File: src/rtl/core/box_filter_3x3_stream_macros.svh
// Assertion macros for the 3x3 box filter.
// Both expect the enclosing module to have clock and reset in scope.
`ifndef BOX_FILTER_3X3_STREAM_MACROS_SVH
`define BOX_FILTER_3X3_STREAM_MACROS_SVH

// Condition must hold at every clock edge out of reset.
`define BF3_CHECK(name, cond, msg) \
   name: assert property (@(posedge clock) disable iff (reset) (cond)) else $error(msg);

// Consequence must hold in the cycle after the antecedent.
`define BF3_CHECK_NEXT(name, ante, cons, msg) \
   name: assert property (@(posedge clock) disable iff (reset) (ante) |=> (cons)) \
      else $error(msg);

`endif

File: src/rtl/core/bf3_pkg.sv
`default_nettype none

package bf3_pkg;

   localparam int MAX_WIDTH     = 1024;
   localparam int COL_BITS      = $clog2(MAX_WIDTH);
   localparam int WIDTH_BITS    = 11;
   localparam int SAMPLE_BITS   = 16;
   localparam int LINE_BITS     = 2 * SAMPLE_BITS;
   localparam int COLSUM_BITS   = SAMPLE_BITS + 2;
   localparam int SUM_BITS      = SAMPLE_BITS + 4;
   localparam int PROD_BITS     = 2 * SUM_BITS;

   // floor(s/9) = floor((s + 9*2^15) * RECIP_9 >> 23) - 2^15
   localparam logic [SUM_BITS-1:0] DIV_OFFSET = SUM_BITS'(9 * 32768);
   localparam logic [SUM_BITS-1:0] RECIP_9    = SUM_BITS'(932068);
   localparam int RECIP_SHIFT = 23;

   // output queue
   localparam int QUEUE_DEPTH = 8;
   localparam int QPTR_BITS   = $clog2(QUEUE_DEPTH);
   localparam int QCNT_BITS   = QPTR_BITS + 1;

   // configuration port
   localparam int CSR_ADDR_BITS = 3;
   localparam int CSR_DATA_BITS = 32;
   localparam logic [0:0] REG_IMAGE_WIDTH = 1'b0;
   localparam logic [WIDTH_BITS-1:0] WIDTH_RESET = WIDTH_BITS'(3);

   typedef struct packed {
      logic signed [SAMPLE_BITS-1:0] sample;
      logic                          frame_start;
   } req_word_type;

   typedef struct packed {
      logic signed [SAMPLE_BITS-1:0] mean;
      logic                          last;
   } rsp_word_type;

   // per-item control that rides along the pipeline
   typedef struct packed {
      logic emit;
      logic last;
   } ctrl_type;

   // clamp the programmed width into 3..MAX_WIDTH
   function automatic logic [WIDTH_BITS-1:0] clamp_width(input logic [WIDTH_BITS-1:0] w);
      logic [WIDTH_BITS-1:0] r;
      if (w < WIDTH_BITS'(3)) begin
         r = WIDTH_BITS'(3);
      end else if (w > WIDTH_BITS'(MAX_WIDTH)) begin
         r = WIDTH_BITS'(MAX_WIDTH);
      end else begin
         r = w;
      end
      return r;
   endfunction

endpackage

`default_nettype wire

File: src/rtl/core/bf3_queue.sv
`default_nettype none

module bf3_queue
   import bf3_pkg::*;
(
   input  wire logic           clock,
   input  wire logic           reset,
   input  wire logic           push,
   input  wire rsp_word_type   push_word,
   input  wire logic           pop,
   output logic                out_valid,
   output rsp_word_type        out_word,
   output logic [QCNT_BITS-1:0] count
);

   rsp_word_type          entry_ff [QUEUE_DEPTH];
   logic [QPTR_BITS-1:0]  wr_ptr_ff;
   logic [QPTR_BITS-1:0]  rd_ptr_ff;
   logic [QCNT_BITS-1:0]  count_ff;
   logic [QCNT_BITS-1:0]  count_in;

   assign count_in = count_ff + QCNT_BITS'(push) - QCNT_BITS'(pop);

   // advance pointers and count
   always_ff @(posedge clock) begin
      if (reset) begin
         wr_ptr_ff <= '0;
         rd_ptr_ff <= '0;
         count_ff  <= '0;
      end else begin
         if (push) begin
            wr_ptr_ff <= wr_ptr_ff + QPTR_BITS'(1);
         end
         if (pop) begin
            rd_ptr_ff <= rd_ptr_ff + QPTR_BITS'(1);
         end
         count_ff <= count_in;
      end
   end

   // store the word
   always_ff @(posedge clock) begin
      if (push) begin
         entry_ff[wr_ptr_ff] <= push_word;
      end
   end

   assign out_valid = (count_ff != '0);
   assign out_word  = entry_ff[rd_ptr_ff];
   assign count     = count_ff;

endmodule

`default_nettype wire

File: config.mk
export PLATFORM = sky130hd
export DESIGN_NAME = bf3_queue
export DESIGN_NICKNAME = d
export VERILOG_FILES = /design/src/rtl/core/box_filter_3x3_stream_macros.svh /design/src/rtl/core/bf3_pkg.sv /design/src/rtl/core/bf3_queue.sv
export SDC_FILE = /design/constraint.sdc
export NUM_CORES = 1
export LEC_CHECK = 0
export BUFFER_PORTS_ARGS = -buffer_cell sky130_fd_sc_hd__buf_2
export CAP_MARGIN = 20
export CORE_ASPECT_RATIO = 1.4
export CORE_MARGIN = 2
export CORE_UTILIZATION = 50
export CTS_CLUSTER_DIAMETER = 50
export CTS_CLUSTER_SIZE = 16
export DETAILED_ROUTE_END_ITERATION = 16
export GPL_ROUTABILITY_DRIVEN = 0
export PLACE_DENSITY = 0.68
export SLEW_MARGIN = 10
export SYNTH_ARGS = -nofsm -noshare
export SYNTH_HDL_FRONTEND = slang
export SYNTH_SLANG_ARGS = --single-unit
File: constraint.sdc
create_clock -name clock -period 2.1 [get_ports clock]
set_input_delay 0.105 -clock clock [delete_from_list [all_inputs] [get_ports clock]]
set_output_delay 0.105 -clock clock [all_outputs]
set_load 0.01 [all_outputs]
==> flow_summary.ini <==
[run_status]
status = finished, violations left
violations = setup timing

[power]
p_per_area_mw_per_mm2 = 1020
p_total_uw = 7360
leakagePower_uw = 0.00248
peakVddDrop_mv = 0.606

[synth]
synthTopCellsByArea = edfxtp_1 70%, mux4_1 11%, dfxtp_1 4.5%
syn_area_per_cell_um2 = 21.9
syn_inst = 265
synth-edff-count = 136
syn_nets = 294
yosys-top-cells-count = 136 x edfxtp_1, 24 x mux4_1, 17 x mux2_2, 16 x nor2_1, 13 x dfxtp_1
ys_ff_latch = 149
ys.flop_type = edfxtp_1
ys_async_sr_fraction_pct = 0
netlist_area_mm2 = 0.00581
yosysWarnings = 0
yosysTopAreaCellShare_pct = 70.3
yosysTopAreaCell = edfxtp_1
synth-seq-area-share_pct = 74.8
yosysMostFrequentCell = edfxtp_1
ys_types = 22

[sta]
rsz0062_at_grt = yes
setup_ws_ps = -13.7
drv_slew = 0
finalCritPeriodShare_pct = 101
clock_skew_ps = 17.6
slew-limit-headroom_pct = 76.8
tightestPinTransition_ps = 348
whs_ps = 33.8
fin_crit_ps = 2110
setup_violations = 7
fin_setup_tns_ps = -39.3
max_freq_ghz = 0.473
hold_viol = 0

[critical_path]
path_class = register to primary output
crit_required_ps = 2000
arrival_ps = 2010
path_cells = clkbuf_16, mux4_2, mux2_4, buf_6
start_kind = register
end_kind = primary output
slowest_delay_ps = 510
cp_slowest_cell = mux4_2
critPathMaxFanout = 8

[cells_and_area]
n_fill_cell = 792
drive_above_1_share_pct = 37.6
diodes = 0
nNetsFinal = 378
fin_util_pct = 63.5
area_delta_synth_final_pct = 24.0

[grt]
grt_pass1_vias = 2960
grt_use_total_pct = 18.6
grt_max_degree = 35
grt_antenna_before_repair = 0
grt_pass1_wl_um = 16500
grt_overflow_total = 0

[drt]
topRoutingLayerUsed = met4
met2WireLength_um = 5910
routed_wl_um = 10900
wl_met1_um = 4320
drt_iter0_markers = 218
via_count = 2771
wl_met3_um = 553
drtAntennaViolNets = 0
drc = 0
viasPerCell = 5.48
first_pass_iters = 4
wl_per_cell_um = 21.6

[floorplanning]
die-area_mm2 = 0.0125
ios = 43
rows = 46
dieHeight_um = 132
die_x_um = 95.1
core_mm2 = 0.0113
start_util_pct = 51.2

[clock_tree]
cts_buffers = 17
clkLatencyLatePin_ps = 420
cts-htree-levels = 4
clock_path_buffers = 2
clk_pin_slew_worst_paths_ps = 60
cts_setup_buffers = 0
clock_sinks = 149
root_buffer = clkbuf_16
cts_tree = done

[placed_design]
port_buffers = 42
preCtsSetupSlack_ps = 362
dpl.hpwl_um = 5590

[worst_hold_path]
hp-class = primary input to register

[flow_run]
cap_violations = 0
## layer usage
metal / track usage (%) / vias up
met5: 0 / -
met4: 6.76 / 0
met3: 4.87 / 8
met2: 29.9 / 86
met1: 24.4 / 1425
li1: - / 1252
## through the flow
stage / cells / area [um2]
2_1_floorplan: 265 / 5810
3_3_place_gp: 452 / 6250
3_5_place_dp: 452 / 6250
4_1_cts: 504 / 7140
5_1_grt: 506 / 7200
6_report: 506 / 7200
## cell families (layout without fill, tap and decap cells)
logic type	count (synthesis)	after routing	synth area share, %
adders and majority gates	8	8	1.85
muxes	53	53	18.4
DFF	149	149	74.8
AOI/OAI and AO/OA	3	3	0.323
buffers and inverters	18	115	1.70
and+or+nand+nor	29	29	2.18
xor gates and xnor gates	5	5	0.754
## layout by cell type, fill, tap and decap left out, types with 5 or more instances in the layout
cell type	netlist	routed
mux4_1	24	8
buf_6	4	10
buf_2	1	32
edfxtp_1	136	136
inv_1	7	7
mux2_2	17	9
mux4_2	10	26
clkbuf_16	0	19
dlygate4sd3_1	0	18
buf_4	0	10
mux2_4	0	8
dfxtp_1	13	12
ha_1	7	7
nor2_1	16	16
clkinvlp_4	0	5
## area by class of cell
| type | instances | area (um2) | share of cell area (%) |
|---|---|---|---|
| flip-flops and latches | 149 | 4350 | 60.4 |
| multi-input cells | 98 | 1340 | 18.7 |
| well taps | 144 | 180 | 2.50 |
| repair buffers | 76 | 673 | 9.35 |
| clock inverters | 15 | 205 | 2.85 |
| inverters | 7 | 26.3 | 0.365 |
| clock buffers | 17 | 425 | 5.91 |
## registers in the layout, indices dropped and copies added, names as in the netlist, named ones only
name       cells
count          4
wr_ptr_ff      3
entry_ff     136
rd_ptr_ff      3
## path summary, 6_finish.rpt
check,depth (start not counted),to,from,slack (ps)
max,4,out_word[16],register,-10
min,3,register,pop,30
max reg2reg,8,count[2],count[0],480
min reg2reg,2,register,rd_ptr_ff[1],540
## power breakdown
group	leakage, uW	internal [uW]	switching, uW
logic	0.000844	435	375
registers	0.00134	3350	55.0
clock network	0.000290	1990	1160
## what timing repair did
item / in CTS / in global routing
setup endpoints to repair: 17 / 15
resized for setup: 20 / 17
endpoints found under the hold margin: 141 / 0
gates cloned: 2 / 2
hold buffers: 18 / 0
## worst max-delay path, delay by kind of cell (launching register included)
kind	cells	cell delay (ps)
mux	2	790
buf+inv	2	330
flops	1	450
Note: power is estimated with default switching activity, not from simulation.
