$ cat src/rtl/core/box_filter_3x3_stream_macros.svh
// Assertion macros for the 3x3 box filter.
// Both expect the enclosing module to have clock and reset in scope.
`ifndef BOX_FILTER_3X3_STREAM_MACROS_SVH
`define BOX_FILTER_3X3_STREAM_MACROS_SVH

// Condition must hold at every clock edge out of reset.
`define BF3_CHECK(name, cond, msg) \
   name: assert property (@(posedge clock) disable iff (reset) (cond)) else $error(msg);

// Consequence must hold in the cycle after the antecedent.
`define BF3_CHECK_NEXT(name, ante, cons, msg) \
   name: assert property (@(posedge clock) disable iff (reset) (ante) |=> (cons)) \
      else $error(msg);

`endif

$ cat src/rtl/core/bf3_pkg.sv
`default_nettype none

package bf3_pkg;

   localparam int MAX_WIDTH     = 1024;
   localparam int COL_BITS      = $clog2(MAX_WIDTH);
   localparam int WIDTH_BITS    = 11;
   localparam int SAMPLE_BITS   = 16;
   localparam int LINE_BITS     = 2 * SAMPLE_BITS;
   localparam int COLSUM_BITS   = SAMPLE_BITS + 2;
   localparam int SUM_BITS      = SAMPLE_BITS + 4;
   localparam int PROD_BITS     = 2 * SUM_BITS;

   // floor(s/9) = floor((s + 9*2^15) * RECIP_9 >> 23) - 2^15
   localparam logic [SUM_BITS-1:0] DIV_OFFSET = SUM_BITS'(9 * 32768);
   localparam logic [SUM_BITS-1:0] RECIP_9    = SUM_BITS'(932068);
   localparam int RECIP_SHIFT = 23;

   // output queue
   localparam int QUEUE_DEPTH = 8;
   localparam int QPTR_BITS   = $clog2(QUEUE_DEPTH);
   localparam int QCNT_BITS   = QPTR_BITS + 1;

   // configuration port
   localparam int CSR_ADDR_BITS = 3;
   localparam int CSR_DATA_BITS = 32;
   localparam logic [0:0] REG_IMAGE_WIDTH = 1'b0;
   localparam logic [WIDTH_BITS-1:0] WIDTH_RESET = WIDTH_BITS'(3);

   typedef struct packed {
      logic signed [SAMPLE_BITS-1:0] sample;
      logic                          frame_start;
   } req_word_type;

   typedef struct packed {
      logic signed [SAMPLE_BITS-1:0] mean;
      logic                          last;
   } rsp_word_type;

   // per-item control that rides along the pipeline
   typedef struct packed {
      logic emit;
      logic last;
   } ctrl_type;

   // clamp the programmed width into 3..MAX_WIDTH
   function automatic logic [WIDTH_BITS-1:0] clamp_width(input logic [WIDTH_BITS-1:0] w);
      logic [WIDTH_BITS-1:0] r;
      if (w < WIDTH_BITS'(3)) begin
         r = WIDTH_BITS'(3);
      end else if (w > WIDTH_BITS'(MAX_WIDTH)) begin
         r = WIDTH_BITS'(MAX_WIDTH);
      end else begin
         r = w;
      end
      return r;
   endfunction

endpackage

`default_nettype wire

$ cat src/rtl/core/bf3_mean.sv
`default_nettype none

module bf3_mean
   import bf3_pkg::*;
(
   input  wire logic                 clock,
   input  wire logic                 reset,
   input  wire logic                 in_valid,
   input  wire logic [SUM_BITS-1:0]  in_biased_sum,
   input  wire ctrl_type             in_ctrl,
   output logic                      done,
   output logic                      out_valid,
   output rsp_word_type              out_word
);

   logic [PROD_BITS-1:0]   prod;
   logic                   valid_ff;
   ctrl_type               ctrl_ff;
   logic [SAMPLE_BITS-1:0] quot_ff;

   // divide by nine through the reciprocal
   assign prod = PROD_BITS'(in_biased_sum) * PROD_BITS'(RECIP_9);

   always_ff @(posedge clock) begin
      if (reset) begin
         valid_ff <= 1'b0;
      end else begin
         valid_ff <= in_valid;
      end
   end

   always_ff @(posedge clock) begin
      ctrl_ff <= in_ctrl;
      quot_ff <= prod[RECIP_SHIFT+SAMPLE_BITS-1:RECIP_SHIFT];
   end

   // remove the bias: subtract 2^15 by flipping the top bit
   assign done          = valid_ff;
   assign out_valid     = valid_ff && ctrl_ff.emit;
   assign out_word.mean = {~quot_ff[SAMPLE_BITS-1], quot_ff[SAMPLE_BITS-2:0]};
   assign out_word.last = ctrl_ff.last;

endmodule

`default_nettype wire

$ cat config.mk
export PLATFORM = sky130hd
export DESIGN_NAME = bf3_mean
export DESIGN_NICKNAME = d
export VERILOG_FILES = /design/src/rtl/core/box_filter_3x3_stream_macros.svh /design/src/rtl/core/bf3_pkg.sv /design/src/rtl/core/bf3_mean.sv
export SDC_FILE = /design/constraint.sdc
export NUM_CORES = 1
export LEC_CHECK = 0
export BUFFER_PORTS_ARGS = -buffer_cell sky130_fd_sc_hd__buf_2
export CAP_MARGIN = 20
export CORE_MARGIN = 2
export CORE_UTILIZATION = 45
export CTS_BUF_LIST = sky130_fd_sc_hd__clkbuf_4 sky130_fd_sc_hd__clkbuf_8
export DETAILED_ROUTE_END_ITERATION = 12
export HOLD_SLACK_MARGIN = 0.03
export PLACE_DENSITY = 0.71
export SLEW_MARGIN = 25
export SYNTH_ARGS = -nofsm -noshare
export SYNTH_HDL_FRONTEND = slang
export SYNTH_SLANG_ARGS = --single-unit
$ cat constraint.sdc
create_clock -name clock -period 5.75 [get_ports clock]
set_clock_uncertainty 0.05 [all_clocks]
set_input_delay 0.8625 -clock clock [delete_from_list [all_inputs] [get_ports clock]]
set_output_delay 0.8625 -clock clock [all_outputs]
set_load 0.01 [all_outputs]
==> results of run 1 <==
[Yosys cell counts (all sizes together), types with 2 or more instances]
cell type / number / area, sq um
ha: 142 / 1780
fa: 88 / 1760
nor2: 16 / 60.1
dfxtp: 19 / 380
a21boi: 2 / 15.0
o21ai: 23 / 115
a21oi: 26 / 134
buf: 20 / 140
nand4: 7 / 43.8
nor3: 10 / 55.1
o21bai: 2 / 15.0
xor2: 15 / 131
a21o: 19 / 143
o211ai: 4 / 30.0
or3: 2 / 17.5
nor2b: 3 / 18.8
xnor2: 13 / 114
a211oi: 5 / 37.5
clkbuf: 3 / 11.3
a31oi: 3 / 18.8
inv: 154 / 578
nand3: 4 / 20.0
and2: 2 / 12.5
nand2: 23 / 86.3
and3: 5 / 31.3
o22ai: 3 / 25.0
[routing by layer]
| metal | GRT usage, % | up-vias | wire (um) |
|---|---|---|---|
| met4 | 4.44 | 0 | 209 |
| met5 | 0 | - | 0 |
| li1 | - | 2218 | - |
| met3 | 2.51 | 18 | 512 |
| met2 | 36.3 | 90 | 7240 |
| met1 | 24.5 | 2230 | 5870 |
[state kept, by name (all words and copies together) (netlist names)]
signal / flops
ctrl_ff: 1
out_word: 1
done: 1
quot_ff: 16
[cells by family after synthesis]
kind of cell / Yosys count / share of synthesized area, %
flops: 19 / 6.47
simple gates: 74 / 6.43
fa+ha+maj: 230 / 60.2
xor+xnor: 28 / 4.17
buf+inv: 177 / 12.4
compound gates: 95 / 10.3
[worst max path at each step]
stage                     start             endpoint  depth (start not counted)
6_report       in_biased_sum[5]  quot_ff[12]$_DFF_P_                         19
5_1_grt        in_biased_sum[7]  quot_ff[12]$_DFF_P_                         19
4_1_cts        in_biased_sum[9]  quot_ff[12]$_DFF_P_                         19
3_5_place_dp   in_biased_sum[2]  quot_ff[12]$_DFF_P_                         20
3_3_place_gp   in_biased_sum[2]  quot_ff[12]$_DFF_P_                         20
2_1_floorplan  in_biased_sum[7]  quot_ff[12]$_DFF_P_                         18
[final cells by class]
type                       count  area, sq um
clock buffer                   3         41.3
clock inverter                 1         5.00
fill                        1149         5670
inverter                     154          578
multi-input combinational    427         4940
sequential                    19          380
tap                          172          215
timing repair buffer         126          838
[what timing repair did]
action / in CTS / in global routing
resized for setup: 5 / 28
pin swaps: 1 / 8
endpoints found under the setup margin: 2 / 9
endpoints found under the hold margin: 0 / 0
[per-stage QoR]
| stage | std cells | setup TNS [ns] |
|---|---|---|
| global placement | 898 | -2.01 |
| CTS | 902 | 0 |
| detailed placement | 898 | -2.51 |
| finish | 902 | 0 |
| global route | 902 | -0.0714 |
| floorplan | 623 | 0 |
[critical path, cell delays in order]
cell and delay, ns:
sky130_fd_sc_hd__buf_2 0.11, sky130_fd_sc_hd__buf_4 0.14, sky130_fd_sc_hd__fa_1 0.50, sky130_fd_sc_hd__ha_1 0.33
sky130_fd_sc_hd__xor2_1 0.16, sky130_fd_sc_hd__ha_1 0.35, sky130_fd_sc_hd__fa_1 0.52, sky130_fd_sc_hd__fa_1 0.55
sky130_fd_sc_hd__inv_1 0.05, sky130_fd_sc_hd__fa_1 0.52, sky130_fd_sc_hd__inv_1 0.04, sky130_fd_sc_hd__ha_1 0.30
sky130_fd_sc_hd__and3_1 0.18, sky130_fd_sc_hd__buf_4 0.13, sky130_fd_sc_hd__nand3_1 0.07, sky130_fd_sc_hd__o21ai_1 0.09
sky130_fd_sc_hd__or3_4 0.44, sky130_fd_sc_hd__a2111oi_4 0.31, sky130_fd_sc_hd__a311oi_1 0.08
==> reports/metrics.yaml, run 1 <==
cts.clk_slew.worst_paths_ns: 0.07
grt_pass1_vias: 4862
number_of_cells_on_the_worst_hold_path: 1
antenna_found_initial: 0
number_of_primary_i_o_pins: 44
cts_buffers: 3
postRouteAntennaNets: 0
timing.hold.worst.start: "in_ctrl[0]"
async_reset_ff_share_pct: 0
min_delay_worst_endpoint: "out_word[0]$_DFF_P_"
slew_violations: 0
most_frequent_cells_in_the_layout: "sky130_fd_sc_hd__inv_1 (153), sky130_fd_sc_hd__ha_1 (133), sky130_fd_sc_hd__fa_1 (88), sky130_fd_sc_hd__buf_4 (83), sky130_fd_sc_hd__buf_2 (43)"
data_arrival_at_the_endpoint_of_the_critical_path_ns: 5.73
post_dp_cell_area_sq_mm: 0.00678
synth.ff_latch_count: 19
syn-cell-area_sq_mm: 0.00588
drt-total-wl_mm: 13.8
part_of_the_yosys_area_used_for_sequential_elements_pct: 6.47
post-cts-setup-buffer-count: 0
ctsHoldBuffers: 0
yosys_warnings: 0
synth-edff-count: 0
hold_viol: 0
design.final.nets: 986
detailedRoute.firstPassIterationCount: 4
drt-initial-drc-count: 208
most_common_cell_after_layout_fill_and_taps_aside: "sky130_fd_sc_hd__inv_1"
fp.dieArea_sq_mm: 0.0140
die_x_um: 118
number_of_cells_produced_by_synthesis: 623
antenna-diode-count: 0
layout_worst_path_cycle_share_pct: 98.3
grtUsageTotal_pct: 19.8
synthesis.nets: 878
yosysUniqueCellTypes: 42
unrepaired_setup_endpoints_after_global_routing: "yes"
remaining_drc_errors: 0
wl_per_cell_um: 15.3
starting_density_of_the_core_pct: 46.4
die_y_um: 118
avgViaCountPerCell: 5.05
maxClockFrequency_mhz: 177
dp.final_hpwl_mm: 12.6
hold_path_class: "in -> reg"
core_area_sq_mm: 0.0127
placement_rows: 41
most_frequently_used_flop_master_after_synthesis: "sky130_fd_sc_hd__dfxtp_1"
critical_path.max_fanout: 3
criticalPathCategory: "in -> reg"
place.gp.congestion: 0.903
synthToLayoutAreaGrowth_pct: 19.0
grt_overflow_total: 0
postSynthAreaPerCell_sq_um: 9.44
final.hold.worst_slack_ns: 0.652
clock_sink_count: 19
wire_length_of_the_first_global_routing_pass_mm: 22.3
status: "complete, no violations"
finalWorstSetupSlack_ns: 0.0968
sort_of_element_at_the_end_of_the_critical_path: "flip-flop"
placement.setup.worst_slack_ns: -0.385
pin_count_of_the_biggest_net_entering_global_routing: 12
cts_root_buf: "sky130_fd_sc_hd__clkbuf_8"
timing.slew.headroom_pct: 72.0
max-cap-violations: 0
worst-endpoint-required_ns: 5.83
place.port_buffers: 43
final_design_area_no_fill_sq_mm: 0.00700
clockBufferDepth: 2
crit_path_start_kind: "input port"
final_layout_size_suffix_gt1_share_pct: 22.1
dr_total_vias: 4556
setup_violations: 0
timing_worst_slew_pin_value_ns: 0.420
cts_max_level: 1
tritoncts: "yes"
final_util_pct: 55.2
final.min_clock_period_ns: 5.65
Power of run 1 is left out: the tool's default activity adds up to more than one toggle a clock period on the data nets, which glitch-free logic cannot reach.
==> run 2, diff against run 1 <==
Settings changed: CORE_ASPECT_RATIO from default to 2.
==> reports/metrics.yaml, run 2 (synthesis results as in run 1) <==
grt_overflow_total: 0  # unchanged
placedCellCount: 908  # +1.1%
most_common_cell_after_layout_fill_and_taps_aside: "sky130_fd_sc_hd__inv_1"
drt-initial-drc-count: 148  # -29%
postRouteAntennaNets: 0  # unchanged
maxClockFrequency_mhz: 178  # +0.54%
crit_path_start_kind: "input port"
cpMaxStageDelayCell: "sky130_fd_sc_hd__fa_2"
max-cap-violations: 0  # unchanged
placement.setup.worst_slack_ns: -0.470  # -0.0855 ns
worst-endpoint-required_ns: 5.84  # about the same
number_of_flip_flops_under_the_largest_register_name: 16  # unchanged
largest_register: "quot_ff"
timing_worst_slew_pin_value_ns: 0.543  # +0.124 ns
remaining_drc_errors: 0  # unchanged
antenna_found_initial: 0  # unchanged
avgViaCountPerCell: 5.38  # +6.4%
synthToLayoutAreaGrowth_pct: 25.5
place.port_buffers: 43  # unchanged
starting_density_of_the_core_pct: 45.5  # -0.89 points
final_layout_size_suffix_gt1_share_pct: 29.0  # +7.0 points
fp.dieArea_sq_mm: 0.0141  # +0.39%
startpoint: "in_biased_sum[4]"
layout_worst_path_cycle_share_pct: 97.8  # -0.53 points
dp.final_hpwl_mm: 15.5  # +22%
drt-total-wl_mm: 17.1  # +24%
cts_buffers: 3  # unchanged
core_area_sq_mm: 0.0129  # +2.0%
place.gp.congestion: 0.978  # +8.3%
wl_per_cell_um: 18.7  # +22%
sort_of_element_at_the_end_of_the_critical_path: "flip-flop"
grtUsageTotal_pct: 25.2  # +5.4 points
clockBufferDepth: 2  # unchanged
post_layout_nonfiller_instances: 913  # +1.2%
crit_path_max_incr_delay_ns: 0.65  # +0.10 ns
clock_sink_count: 19  # unchanged
detailedRoute.firstPassIterationCount: 5  # +1
critPathCapture: "quot_ff[12]$_DFF_P_"
design.final.nets: 1017  # +3.1%
tritoncts: "yes"
critical_path.max_fanout: 5  # +2
path_cells: "buf_4, fa_2, ha_1, xor2_1, ha_1, fa_1, inv_1, fa_1, fa_2, inv_1, ha_4, nand2_1, nor2_4, nand2_2, nor3_4, or3_4, a2111oi_4, a311oi_1"
dr_total_vias: 4909  # +7.7%
timing.slew.headroom_pct: 63.6  # -8.4 points
die_y_um: 166  # +40%
die_x_um: 84.8  # -28%
cts.clk_slew.worst_paths_ns: 0.07  # about the same
slew_violations: 0  # unchanged
wire_length_of_the_first_global_routing_pass_mm: 27.1  # +21%
final.min_clock_period_ns: 5.62  # -0.0303 ns
final.fill_count: 1100  # -4.3%
data_arrival_at_the_endpoint_of_the_critical_path_ns: 5.71  # -0.02 ns
cts_max_level: 1  # unchanged
hold_path_class: "in -> reg"
number_of_primary_i_o_pins: 44  # unchanged
most_frequent_cells_in_the_layout: "sky130_fd_sc_hd__inv_1 (151), sky130_fd_sc_hd__ha_1 (126), sky130_fd_sc_hd__buf_4 (115), sky130_fd_sc_hd__fa_1 (78), sky130_fd_sc_hd__buf_2 (42)"
pin_count_of_the_biggest_net_entering_global_routing: 12  # unchanged
final.hold.worst_slack_ns: 0.652  # +0.000179 ns
cts_root_buf: "sky130_fd_sc_hd__clkbuf_8"
antenna-diode-count: 0  # unchanged
status: "complete, no violations"
finalWorstSetupSlack_ns: 0.127  # +0.0303 ns
grt_pass1_vias: 5641  # +16%
setup_violations: 0  # unchanged
hold_viol: 0  # unchanged
criticalPathCategory: "in -> reg"
placement_rows: 59  # +44%
ctsHoldBuffers: 0  # unchanged
## run 2: metal layers
layer / track usage [%] / part of all wire (%) / vias up
met5: 0 / 0 / -
met2: 52.7 / 59 / 168
met3: 1.69 / 2.3 / 97
li1: - / - / 2271
met1: 19.1 / 28 / 2373
met4: 20.0 / 10 / 0
## run 2: metrics by stage
step                      instance area, sq um  TNS [ns]  utilization, %
after floorplan                           5880         0               -
after detailed placement                  6980     -4.17            54.0
final                                     7380         0            57.1
after global routing                      7380    -0.173            57.1
after global placement                    6980     -3.00            54.0
after CTS                                 7140         0            55.3
## run 2: timing repair
item	4_1_cts	5_1_grt
setup endpoints to repair	9	14
gates cloned	0	0
setup buffers	1	0
gates resized for setup	23	41
pin swaps	8	7
endpoints found under the hold margin	0	0
## run 2: area by class of cell
type | instances | area, sq um | area share [%]
Inverter | 154 | 578 | 7.84
Clock inverter | 1 | 5.00 | 0.0678
Tap cell | 152 | 190 | 2.58
Timing Repair Buffer | 157 | 1070 | 14.6
Multi-Input combinational cell | 427 | 5110 | 69.3
Sequential cell | 19 | 380 | 5.16
Clock buffer | 3 | 41.3 | 0.560
## run 2: worst max-delay path, delay by kind of cell
family | cells | cell delay (ns)
XOR/XNOR | 1 | 0.15
adder cells (fa/ha/maj) | 7 | 3.23
buffers and inverters | 3 | 0.29
AO/OA/AOI/OAI | 2 | 0.37
AND/OR/NAND/NOR | 5 | 0.79
## run 2: worst min path at each step
| stage | depth (start not counted) | from | end | slack [ns] |
|---|---|---|---|---|
| 2_1_floorplan | 0 | in_ctrl[1] | ctrl_ff[1]$_DFF_P_ | 0.84 |
| 3_3_place_gp | 1 | in_ctrl[1] | ctrl_ff[1]$_DFF_P_ | 0.92 |
| 3_5_place_dp | 1 | in_ctrl[1] | ctrl_ff[1]$_DFF_P_ | 0.92 |
| 4_1_cts | 1 | in_ctrl[1] | ctrl_ff[1]$_DFF_P_ | 0.65 |
| 5_1_grt | 1 | in_ctrl[0] | out_word[0]$_DFF_P_ | 0.65 |
| 6_report | 1 | in_ctrl[0] | out_word[0]$_DFF_P_ | 0.65 |
Power of run 2 is left out for the same reason.
